## src/rtl/core/mssch_pkg.sv

```systemverilog
`timescale 1ns / 1ps
// ----------------------------------------------------------------------------
// mssch_pkg: shared types and constants for the multiset subset checker
// Table geometry, command codes, bucket row layout and helper functions.
// ----------------------------------------------------------------------------
package mssch_pkg;

    localparam int BUCKETS    = 64;   // power of two: bucket is the low value bits
    localparam int WAYS       = 4;
    localparam int KEY_BITS   = 32;
    localparam int COUNT_BITS = 16;
    localparam int VALUE_W    = 32;
    localparam int CMD_W      = 2;

    localparam int BKT_W  = (BUCKETS > 1) ? $clog2(BUCKETS) : 1;
    localparam int WIDX_W = (WAYS > 1) ? $clog2(WAYS) : 1;

    // result queue
    localparam int QDEPTH = 4;
    localparam int QPTR_W = $clog2(QDEPTH);
    localparam int QCNT_W = $clog2(QDEPTH + 1);

    typedef enum logic [CMD_W-1:0] {
        CMD_CLEAR  = 2'd0,
        CMD_LOAD   = 2'd1,
        CMD_CHECK  = 2'd2,
        CMD_FINISH = 2'd3
    } cmd_t;

    typedef logic [KEY_BITS-1:0]   key_t;
    typedef logic [COUNT_BITS-1:0] cnt_t;
    typedef logic [BKT_W-1:0]      bkt_t;
    typedef logic [WIDX_W-1:0]     widx_t;
    typedef logic [WAYS-1:0]       way_mask_t;

    typedef struct packed {
        key_t key;
        cnt_t count;
    } slot_t;

    typedef slot_t [WAYS-1:0] row_t;

    localparam int   ROW_W     = $bits(row_t);
    localparam cnt_t COUNT_MAX = '1;

    typedef struct packed {
        logic wr;
        logic set_missing;
        logic set_overflow;
    } upd_t;

    typedef struct packed {
        logic is_subset;
        logic overflow;
    } res_t;

    function automatic key_t make_key(input logic signed [VALUE_W-1:0] v);
        logic signed [63:0] ext;
        ext = 64'(v);
        return KEY_BITS'(ext);
    endfunction

    function automatic bkt_t bucket_of(input logic [VALUE_W-1:0] v);
        return BKT_W'(v & VALUE_W'(BUCKETS - 1));
    endfunction

endpackage

```

## src/rtl/core/mssch_update.sv

```systemverilog
`timescale 1ns / 1ps
// ----------------------------------------------------------------------------
// mssch_update: bucket row update
// Compares all ways against the key and builds the new row and valid mask.
// ----------------------------------------------------------------------------
module mssch_update (
    input  mssch_pkg::cmd_t      cmd,
    input  mssch_pkg::key_t      key,
    input  mssch_pkg::row_t      row_in,
    input  mssch_pkg::way_mask_t vld_in,
    output mssch_pkg::row_t      row_out,
    output mssch_pkg::way_mask_t vld_out,
    output mssch_pkg::upd_t      upd
);
    import mssch_pkg::*;

    way_mask_t hit;
    way_mask_t free;
    logic      hit_any;
    logic      free_any;
    widx_t     hit_idx;
    widx_t     free_idx;
    cnt_t      hit_cnt;

    always_comb
    begin
        for (int w = 0; w < WAYS; w++)
        begin
            hit[w]  = vld_in[w] && (row_in[w].key == key);
            free[w] = !vld_in[w];
        end
        hit_any  = |hit;
        free_any = |free;

        // lowest matching / lowest free way wins
        hit_idx  = '0;
        free_idx = '0;
        for (int w = WAYS - 1; w >= 0; w--)
        begin
            if (hit[w])
            begin
                hit_idx = WIDX_W'(w);
            end
            if (free[w])
            begin
                free_idx = WIDX_W'(w);
            end
        end
        hit_cnt = row_in[hit_idx].count;

        row_out = row_in;
        vld_out = vld_in;
        upd     = '0;

        unique case (cmd)
            CMD_LOAD:
            begin
                upd.wr = 1'b1;
                if (hit_any)
                begin
                    if (hit_cnt == COUNT_MAX)
                    begin
                        upd.set_overflow = 1'b1;   // saturate
                    end
                    else
                    begin
                        row_out[hit_idx].count = hit_cnt + cnt_t'(1);
                    end
                end
                else if (free_any)
                begin
                    vld_out[free_idx]       = 1'b1;
                    row_out[free_idx].key   = key;
                    row_out[free_idx].count = cnt_t'(1);
                end
                else
                begin
                    upd.set_overflow = 1'b1;       // bucket full, drop
                end
            end
            CMD_CHECK:
            begin
                upd.wr = 1'b1;
                if (!hit_any)
                begin
                    upd.set_missing = 1'b1;
                end
                else if (hit_cnt > cnt_t'(1))
                begin
                    row_out[hit_idx].count = hit_cnt - cnt_t'(1);
                end
                else
                begin
                    vld_out[hit_idx]       = 1'b0;
                    row_out[hit_idx].count = '0;
                end
            end
            default:
            begin
                // clear and finish leave the row alone
            end
        endcase
    end

endmodule

```

## config.mk

```make
export PLATFORM = sky130hd
export DESIGN_NAME = mssch_update
export DESIGN_NICKNAME = d
export VERILOG_FILES = /design/src/rtl/core/mssch_pkg.sv /design/src/rtl/core/mssch_update.sv
export SDC_FILE = /design/constraint.sdc
export NUM_CORES = 1
export LEC_CHECK = 0
export BUFFER_PORTS_ARGS = -buffer_cell sky130_fd_sc_hd__buf_2
export CORE_AREA = 2 2 165 167
export DETAILED_ROUTE_END_ITERATION = 8
export DIE_AREA = 0 0 167 169
export GPL_ROUTABILITY_DRIVEN = 0
export SLEW_MARGIN = 10
export SYNTH_ARGS = -nofsm -noshare
export SYNTH_HDL_FRONTEND = slang
export SYNTH_SLANG_ARGS = --single-unit
```

## constraint.sdc

```tcl
create_clock -name vclk -period 11
set_clock_uncertainty 0.05 [all_clocks]
set_input_delay 1.1 -clock vclk [all_inputs]
set_output_delay 1.1 -clock vclk [all_outputs]
set_load 0.01 [all_outputs]
```

* Word-level counts from Yosys, hierarchy flattened
Cells that the tools add are included.
** Word-level totals
- Register bits after elaboration :: 0
- Input port bits :: 230
** Cells by class
- Order comparisons :: 5
- Eq/ne operators :: 7
- Add/sub/neg operators :: 2
- Reduce and logical (&&, ||, !) cells :: 13
- Multiplexer cells :: 43
- Bitwise logic cells :: 3
** Operators by type and width (count)
- bitwise mux 192 bit :: 5
- 2-to-1 mux 192 bit :: 5
- case mux 192 bit (2 select lines) :: 1
- demux 48 bit (select 2 bit) :: 3
- equality test 32 bit :: 4
- binary-select mux 48 bit (select 2 bit) :: 1
- 2-to-1 mux 16 bit :: 3
- 2-to-1 mux 48 bit :: 1
- adder 16 x 1 -> 16 bit (second input constant) :: 1
- equality test 16 bit (second input constant) :: 1
- > comparator 16 x 1 -> 1 bit (second input constant) :: 1
- 2-to-1 mux 2 bit :: 8
- 2-to-1 mux 4 bit :: 4
- subtractor 16 x 1 -> 16 bit (second input constant) :: 1
- 2-to-1 mux 1 bit :: 9
- case mux 4 bit (2 select lines) :: 1
- OR reduction 4 bit :: 2
- logical AND 1 bit :: 6
- < comparator 2 x 3 -> 1 bit (second input constant) :: 2
- AND 4 bit :: 1
- demux 1 bit (select 2 bit) :: 2
- greater-or-equal comparator 2 x 1 -> 1 bit (second input constant) :: 2
- zero test 1 bit :: 4
- inverter 4 bit :: 1
- other kinds (4) :: 4

* Longest topological paths before layout
Gate-level depths: netlist of run 1.
- Depth after elaboration :: 15
- Depth in mapped cells :: 19
- Depth with buffers taken out :: 14

* Worst setup path before layout of run 1
No wires, ideal clock.
- Path type :: input port to output port
- Start point :: input port key[25]
- End point :: output port row_out[48] in the netlist's numbering
- Buffers on the path :: 5
- Setup slack :: 5.140 ns
- Stages on the path :: 18
- Arrival :: 4.710 ns
- Required time :: 9.850 ns
- Cell sequence :: buf_2 > xor2_1 > nor4_1 > nor4b_2 > and3_1 > buf_4 > buf_2 > o311ai_0 > a32oi_1 > inv_1 > ha_1 > and4bb_1 > and3_1 > buf_4 > a31oi_1 > buf_4 > o22ai_1 > o31ai_1
** RTL lines
- start: declaration :: line mssch_update.sv:8 : input mssch_pkg::key_t key,
- end: declaration :: line mssch_update.sv:11 : output mssch_pkg::row_t row_out,

==> results of run 1 <==
[worst min-delay path, cell delays in order]
cell	delay (ns)
buf_2	0.10
a22o_1	0.11
buf_2	0.12
[per-layer routing]
layer | part of all wire (%) | vias up
li1 | - | 4455
met1 | 37 | 5042
met2 | 48 | 961
met3 | 10 | 182
met4 | 5.2 | 2
met5 | 0.028 | -
[synth_stat cells (all sizes together) (4+ instances only)]
master | instances | area (µm²)
a21oi | 35 | 179
a221o | 4 | 40.0
a22o | 129 | 1130
a22oi | 11 | 101
a2bb2oi | 4 | 47.6
a31o | 4 | 35.0
a31oi | 11 | 129
a32oi | 11 | 96.3
and2 | 7 | 43.8
and3 | 11 | 68.8
buf | 55 | 328
clkbuf | 36 | 135
ha | 5 | 62.6
inv | 24 | 90.1
mux2i | 5 | 50.1
nand2 | 94 | 353
nand2b | 8 | 50.1
nand3 | 42 | 230
nand4 | 39 | 244
nand4b | 12 | 105
nor2 | 55 | 221
nor3 | 24 | 146
nor4 | 34 | 228
nor4b | 4 | 56.3
o211ai | 7 | 52.6
o21a | 4 | 30.0
o21ai | 59 | 303
o22a | 4 | 35.0
o22ai | 7 | 68.8
o2bb2ai | 7 | 73.8
o311ai | 10 | 103
o31ai | 8 | 60.1
or3 | 9 | 61.3
or4 | 9 | 75.1
xnor2 | 69 | 604
xor2 | 82 | 718
[final timing paths]
check | start | endpoint | slack [ns] | cells after the start
worst min-delay path | row_in[38] | row_out[38] | 2.48 | 3
worst max-delay path | key[21] | row_out[50] | 3.36 | 16
[report_power, final]
part | total (mW) | switching (mW) | internal, mW
combinational | 0.469 | 0.297 | 0.171
sequential | 0 | 0 | 0
clock | 0 | 0 | 0
total | 0.469 | 0.297 | 0.171
[logic make-up after synthesis]
| family | count (synthesis) |
|---|---|
| buffers and inverters | 116 |
| xor gates and xnor gates | 151 |
| AOI/OAI and AO/OA | 338 |
| and+or+nand+nor | 360 |
| muxes | 5 |
| adders and majority gates | 5 |
[stage by stage]
| stage | worst slack [ns] | instance area (µm²) | hold WS (ns) |
|---|---|---|---|
| 6_report | 3.36 | 8920 | 2.48 |
| 5_1_grt | 3.16 | 8920 | 2.50 |
| 4_1_cts | 3.64 | 8920 | 2.47 |
| 3_5_place_dp | 3.65 | 8920 | 2.47 |
| 3_3_place_gp | 3.72 | 8920 | 2.48 |
| 2_1_floorplan | 5.14 | 6670 | 2.24 |
[final cells by class]
class / count / area, µm²
inverter: 25 / 93.8
fill: 2998 / 17600
multi-input combinational: 859 / 6160
tap: 341 / 427
timing repair buffer: 442 / 2240
==> impl_results.md, run 1 <==
- Area Overhead vs Synth: 33.7%
- TritonRoute pass-1 iters: 5
- Post-synthesis compound-gate area fraction: 40.2%
- Routed len/inst: about 30 µm
- Most crowded layer after global routing: met2
- Die Width: 167 µm
- Worst Tran Pin Value: around 1.3 ns
- Buffers on Ports: 429
- Max Cap Viol: 0
- Startpoint Class: input port
- Cts hold-fix bufs: 0
- Clk_buf instances: 0
- Fmax: 131 MHz
- Pwr dens: ~53 mW/mm²
- Overall Power: 469 µW
- Syn nets: ~1,200
- Seq cells: 0
- Core ar.: between 0.02 and 0.03 mm²
- Hold Crit Class: input port to output pin
- Grt met2 use: roughly three fifths
- YS warnings: 0
- Initial antenna violation count: 1
- Io pins: 429
- Die area: 0.0282 mm²
- Initial core utilization: 25.2%
- Slew Limit Fails: 0
- DR DRC count: 0
- Initial DRC count: 1,558
- Commonest cells after routing, fill and taps aside: buf_2, a22o_1, nand2_1, xor2_1, xnor2_1
- Gr usage total: 33.4%
- RSZ-0062 raised after global routing: false
- Final setup TNS: 0 ns
- Adder-Cell Fraction of Synth Area: 0.938%
- Vias post-DR: about 11,000
- Final min period: between 7 and 8 ns
- Dpl cells: between 1,500 and 2,000
- Max stage delay on crit path: between 0.7 and 0.8 ns
- Total grt overflow: 0
- Worst path arrival time: 6.49 ns
- Setup bufs post-CTS: 0
- Critical path class: input port to output pin
- Vias in the first global route: 10,100
- Number of antenna-violating nets in the routed design: 0
- Critical Path RT: 9.85 ns
- Share of cells above drive strength 1: 37.0%
- Simple logic cell fraction of the synthesized area: 29.9%
- Final core area utilization: 33.7%
- Family with the most delay on the worst path: compound AO/OA/AOI/OAI gates
- GR Util met1: 39.9%
- # resized after CTS: 0
- CP endpoint kind: output pin
- Worst-path cell chain: buf_2, xnor2_1, nand4_1, nor4_1, nand3_2, o311ai_0, a32oi_1, inv_1, ha_1, and4bb_1, and3_1, a31oi_4, o21ai_2, nand2_1, o21ai_1, buf_2
- Syn_area_per_cell: 6.84 µm²
- Maximum VDD drop: roughly 0.000037 V
- N_diodes: 0
- DP HPWL: 41,900 µm
- First-pass GRT wire length: 70,000 µm
- Post-synth cell types: 83
- Most used cell along the critical path: buf_2
- Post-synthesis sequential area ratio: 0%
- Row count: 60
- Final period utilization: 69.4%
- CP bufs+invs: 3
- Largest net degree at the start of global routing: 35
- Synthesized cell area: 0.00667 mm²
- Met3 Resource Use GR: ~6.6%
- Outcome: finished, final reports clean
- Post-synthesis mux area share: 0.750%
- Via density: ~6.4
- Final net count: 1,563
- CP Max Fanout: 23
- Largest family of logic cells by synthesized area: compound AO/OA/AOI/OAI gates
- Leak: 4.15 nW
- Worst path slowest cell: o21ai_2
- Relative slew slack: 13.3%
- Commonest non-fill, non-tap cell in the layout: buf_2
- Final Non-Filler Cells: 1,667
- Area share of xor/xnor cells in the synthesized design: roughly a fifth
- Routed WL: approximately 50,000 µm
- Register area: 0 µm²
- Gate Count Post-Synth: 975
- Setup-failing EPs final: 0
- Final Hold Fails: 0
- Die Ht: 169 µm
Power figures use the tool's default switching activity.
==> inputs of run 2 (changes only) <==
- CORE_AREA: 2 2 165 167 -> 2 2 167 169
- DIE_AREA: 0 0 167 169 -> 0 0 169 171
- clock period: 11 -> 7.8 ns (I/O delays scaled with it)
==> run 2 against run 1 <==
Net effect:
- sequential share of layout area did not move
- non-clock buffer count rose by 6
- first-iteration DRC count fell by 3.7%
- final area is 0.50% higher
- utilization fell by 0.85 points
- power up 43%
- final cell count up 0.84%
- count of clock-buffer cells in the layout unchanged
- die area is 2.4% higher
==> impl_results.md, run 2 (synthesis gave the netlist of run 1 again) <==
- Largest net degree at the start of global routing: 35 (unchanged)
- TritonRoute pass-1 iters: 6 (was 5)
- Die area: 0.0289 mm² (was 0.0282 mm²)
- Fin Hold WS: 1.84 ns (was 2.48 ns)
- Worst path arrival time: 6.03 ns (was 6.49 ns)
- Area Overhead vs Synth: 34.4% (was 33.7%)
- Vias in the first global route: 9,931 (was 10,100)
- Multi-input gate area: 0.00614 mm² (was 0.00616 mm²)
- Initial DRC count: 1,500 (was 1,558)
- Hold Path Cell Cnt: 3 (unchanged)
- Row count: 61 (was 60)
- Dpl cells: 1,678 (was 1,667)
- Die Ht: 171 µm (was 169 µm)
- Placed instance area: 0.00896 mm² (was 0.00892 mm²)
- Final min period: 6.86 ns
- Commonest non-fill, non-tap cell in the layout: buf_2 (unchanged)
- Io pins: 429 (unchanged)
- Share of cells above drive strength 1: 37.2% (was 37.0%)
- Outcome: finished, final reports clean (unchanged)
- Register area: 0 µm² (unchanged)
- Final net count: 1,569 (was 1,563)
- Clk_buf instances: 0 (unchanged)
- Number of antenna-violating nets in the routed design: 0 (unchanged)
- CP Max Fanout: 22 (was 23)
- # resized after CTS: 0 (unchanged)
- CP endpoint kind: output pin (unchanged)
- Overall Power: 672 µW (was 469 µW)
- Core ar.: 0.0273 mm² (was 0.0265 mm²)
- Final core area utilization: 32.8% (was 33.7%)
- Gr usage total: 33.0% (was 33.4%)
- Post-route cell area: 0.00897 mm² (was 0.00892 mm²)
- Seq cells: 0 (unchanged)
- Critical Path RT: 6.97 ns (was 9.85 ns)
- Final period utilization: 88.0%
- Cts hold-fix bufs: 0 (unchanged)
- Via density: 6.36 (was 6.38)
- Routed WL: 51,100 µm (was 50,800 µm)
- Fillers: 3,011 (was 2,998)
- Routed len/inst: 30.4 µm (was 30.5 µm)
- DR DRC count: 0 (unchanged)
- RSZ-0062 raised after global routing: false (unchanged)
- Setup-failing EPs final: 0 (unchanged)
- Dpl ws: 1.13 ns (was 3.65 ns)
- Final Hold Fails: 0 (unchanged)
- DP HPWL: 42,500 µm (was 41,900 µm)
- Initial antenna violation count: 5 (was 1)
- Slew Limit Fails: 0 (unchanged)
- First-pass GRT wire length: 70,100 µm (was 70,000 µm)
- Commonest cells after routing, fill and taps aside: buf_2, a22o_1, nand2_1, xor2_1, xnor2_1 (unchanged)
- Relative slew slack: 17.5% (was 13.3%)
- Buffers on Ports: 429 (unchanged)
- Final Non-Filler Cells: 1,681 (was 1,667)
- Initial core utilization: 24.4% (was 25.2%)
- Max Cap Viol: 0 (unchanged)
- Vias post-DR: 10,700 (was 10,600)
- Pwr dens: 74.9 mW/mm² (was 52.5 mW/mm²)
- Startpoint Class: input port (unchanged)
- Final setup TNS: 0 ns (unchanged)
- Total grt overflow: 0 (unchanged)
- Critical path class: input port to output pin (unchanged)
- Leak: 4.18 nW (was 4.15 nW)
- Maximum VDD drop: 0.0000855 V (was 0.0000372 V)
- Worst Tran Pin Value: 1.23 ns (was 1.30 ns)
- Hold Crit Class: input port to output pin (unchanged)
- Final worst setup slack: 0.939 ns (was 3.36 ns)
- Die Width: 169 µm (was 167 µm)
- Fmax: about 150 MHz
- Setup bufs post-CTS: 0 (unchanged)
-- run 2: changes by cell type in the layout (fill, tap and decap cells not counted), sizes merged --
cell   before  now
buf       442  448
diode       0    3
-- run 2: path summary, 6_finish.rpt --
check	start	endpoint
hold / removal	row_in[48]	row_out[48]
setup / recovery	key[24]	row_out[12]
-- run 2: area by class of cell --
class | count | area share, %
diodes | 3 | 0.0837
inverters | 25 | 1.05
multi-input cells | 859 | 68.5
well taps | 346 | 4.83
repair buffers | 448 | 25.5
-- run 2: critical path, cell delays in order --
cell	delay, ns
buf_2	0.29
xor2_1	0.14
nor4_1	0.35
nand4_1	0.20
or3_1	0.80
a31oi_4	0.70
a2bb2oi_2	0.35
and4bb_1	0.37
and3_1	0.52
a31oi_1	0.26
o21ai_2	0.77
nand2_1	0.12
o21ai_1	0.17
buf_2	0.19
-- run 2: routing by layer --
layer	routed length [µm]	global-route usage, %	vias to the layer above
li1	-	-	4480
met1	18300	39.8	5067
met2	24100	57.7	965
met3	6060	7.10	171
met4	2550	11.9	8
met5	54	0	-
-- run 2: power by group --
group,total (mW),internal (mW),leakage (nW),switching [mW]
logic,0.672,0.244,4.18,0.428
registers,0,0,0,0
clock network,0.0000000515,0.0000000515,0.0000190,0
total,0.672,0.244,4.18,0.428
==> inputs of run 3 (changes only) <==
- clock period: 7.8 -> 7.89 ns (I/O delays scaled with it)
==> run 3 against run 2 <==
Net effect:
- worst hold slack better by 0.0069 ns
- sequential share of layout area is the same
- utilization is essentially flat
- global-route usage fell by 0.24 points
- count of clock-buffer cells in the layout stayed put
- via count shrank 0.13%
- power decreased by 1.6%
==> impl_results.md, run 3 (synthesis gave the netlist of run 1 again) <==
- Outcome: finished, final reports clean (unchanged)
- Post-route cell area: 0.00896 mm² (was 0.00897 mm²)
- Pwr dens: 73.8 mW/mm² (was 74.9 mW/mm²)
- TritonRoute pass-1 iters: 7 (was 6)
- Highest metal used: met5 (unchanged)
- Vias in the first global route: 9,991 (was 9,931)
- Initial core utilization: 24.4% (unchanged)
- Total grt overflow: 0 (unchanged)
- Gr usage total: 32.8% (was 33.0%)
- RSZ-0062 raised after global routing: false (unchanged)
- Max stage delay on crit path: 0.84 ns (was 0.80 ns)
- Routed len/inst: 30.3 µm (was 30.4 µm)
- Largest net degree at the start of global routing: 35 (unchanged)
- Met2 wire length: 23,600 µm (was 24,100 µm)
- Final period utilization: approximately 86%
- Met1 WL: 18,400 µm (was 18,300 µm)
- CP Max Fanout: 22 (unchanged)
- # resized after CTS: 0 (unchanged)
- First-pass GRT wire length: 69,900 µm (was 70,100 µm)
- Critical path class: input port to output pin (unchanged)
- Die Ht: 171 µm (unchanged)
- Io pins: 429 (unchanged)
- DR DRC count: 0 (unchanged)
- Final Hold Fails: 0 (unchanged)
- Cts hold-fix bufs: 0 (unchanged)
- Worst Tran Pin Value: 1.27 ns (was 1.23 ns)
- Relative slew slack: 15.2% (was 17.5%)
- Commonest cells after routing, fill and taps aside: buf_2, a22o_1, nand2_1, xor2_1, xnor2_1 (unchanged)
- Maximum VDD drop: 0.0000764 V (was 0.0000855 V)
- Overall Power: 661 µW (was 672 µW)
- Startpoint Class: input port (unchanged)
- Die Width: 169 µm (unchanged)
- Routed WL: 50,900 µm (was 51,100 µm)
- Family with the most delay on the worst path: compound AO/OA/AOI/OAI gates (was simple AND/OR/NAND/NOR gates)
- Area Overhead vs Synth: 34.3% (was 34.4%)
- Final net count: 1,568 (was 1,569)
- Slew Limit Fails: 0 (unchanged)
- Met3 WL post-DR: 5890 µm (was 6060 µm)
- Initial antenna violation count: 5 (unchanged)
- Worst path slowest cell: or3_1 (unchanged)
- Buffers on Ports: 429 (unchanged)
- Worst path arrival time: 5.96 ns (was 6.03 ns)
- Share of cells above drive strength 1: 37.2% (about the same)
- Register area: 0 µm² (unchanged)
- Final min period: 6.80 ns
- CP endpoint kind: output pin (unchanged)
- Commonest non-fill, non-tap cell in the layout: buf_2 (unchanged)
- Leak: 4.18 nW (about the same)
- Clk_buf instances: 0 (unchanged)
- Core ar.: 0.0273 mm² (unchanged)
- Die area: 0.0289 mm² (unchanged)
- Fmax: 147 MHz
- Via density: 6.36 (about the same)
- Max Cap Viol: 0 (unchanged)
- Worst-path cell chain: buf_2, xor2_1, nor4_1, nand4_1, or3_1, a31oi_4, o22ai_2, and4bb_1, and3_1, a31oi_4, o21ai_2, a22oi_1, o21ai_1, buf_2 (was buf_2, xor2_1, nor4_1, nand4_1, or3_1, a31oi_4, a2bb2oi_2, and4bb_1, and3_1, a31oi_1, o21ai_2, nand2_1, o21ai_1, buf_2)
- Setup bufs post-CTS: 0 (unchanged)
- Placed instance area: 0.00896 mm² (about the same)
- Number of antenna-violating nets in the routed design: 0 (unchanged)
- CP bufs+invs: 2 (unchanged)
- Row count: 61 (unchanged)
- Final setup TNS: 0 ns (unchanged)
- Hold Crit Class: input port to output pin (unchanged)
- DP HPWL: 42,200 µm (was 42,500 µm)
- Seq cells: 0 (unchanged)
- Critical Path RT: 7.05 ns (was 6.97 ns)
- Initial DRC count: 1,692 (was 1,500)
- Setup-failing EPs final: 0 (unchanged)
- Vias post-DR: 10,700 (about the same)
## run 3: metal layers
layer  up-vias  global-route usage (%)
li1       4469                       -
met1      5048                    39.5
met2       958                    56.6
met3       196                    6.99
met4         6                    13.4
met5         -                       0
## run 3: through the flow
step | util [%] | std cells | worst slack (ns) | hold slack [ns]
2_1_floorplan | - | 975 | 2.65 | 1.62
3_3_place_gp | 32.8 | 1677 | 1.36 | 1.85
3_5_place_dp | 32.8 | 1677 | 1.27 | 1.84
4_1_cts | 32.8 | 1677 | 1.25 | 1.85
5_1_grt | 32.8 | 1679 | 0.755 | 1.87
6_report | 32.8 | 1679 | 1.09 | 1.85
## run 3: worst paths after layout
check	start	to	slack [ns]	cells past startpoint
worst max-delay path	key[30]	row_out[56]	1.09	14
worst min-delay path	row_in[147]	row_out[147]	1.85	4
## run 3: layout make-up
class	instances	area (µm²)
fill	3050	18400
multi-input combinational	859	6150
timing repair buffer	447	2280
tap	346	433
inverter	25	93.8
antenna	2	5.00
## run 3: worst min-delay path: stages
cell     delay, ns
buf_2         0.09
nand2_1       0.04
o21ai_0       0.06
buf_2         0.13
## run 3: report_power, final
| part | switching, mW | internal [mW] | leakage [nW] |
|---|---|---|---|
| combinational | 0.420 | 0.241 | 4.18 |
| sequential | 0 | 0 | 0 |
| clock | 0 | 0.0000000339 | 0.0000127 |
| total | 0.420 | 0.241 | 4.18 |
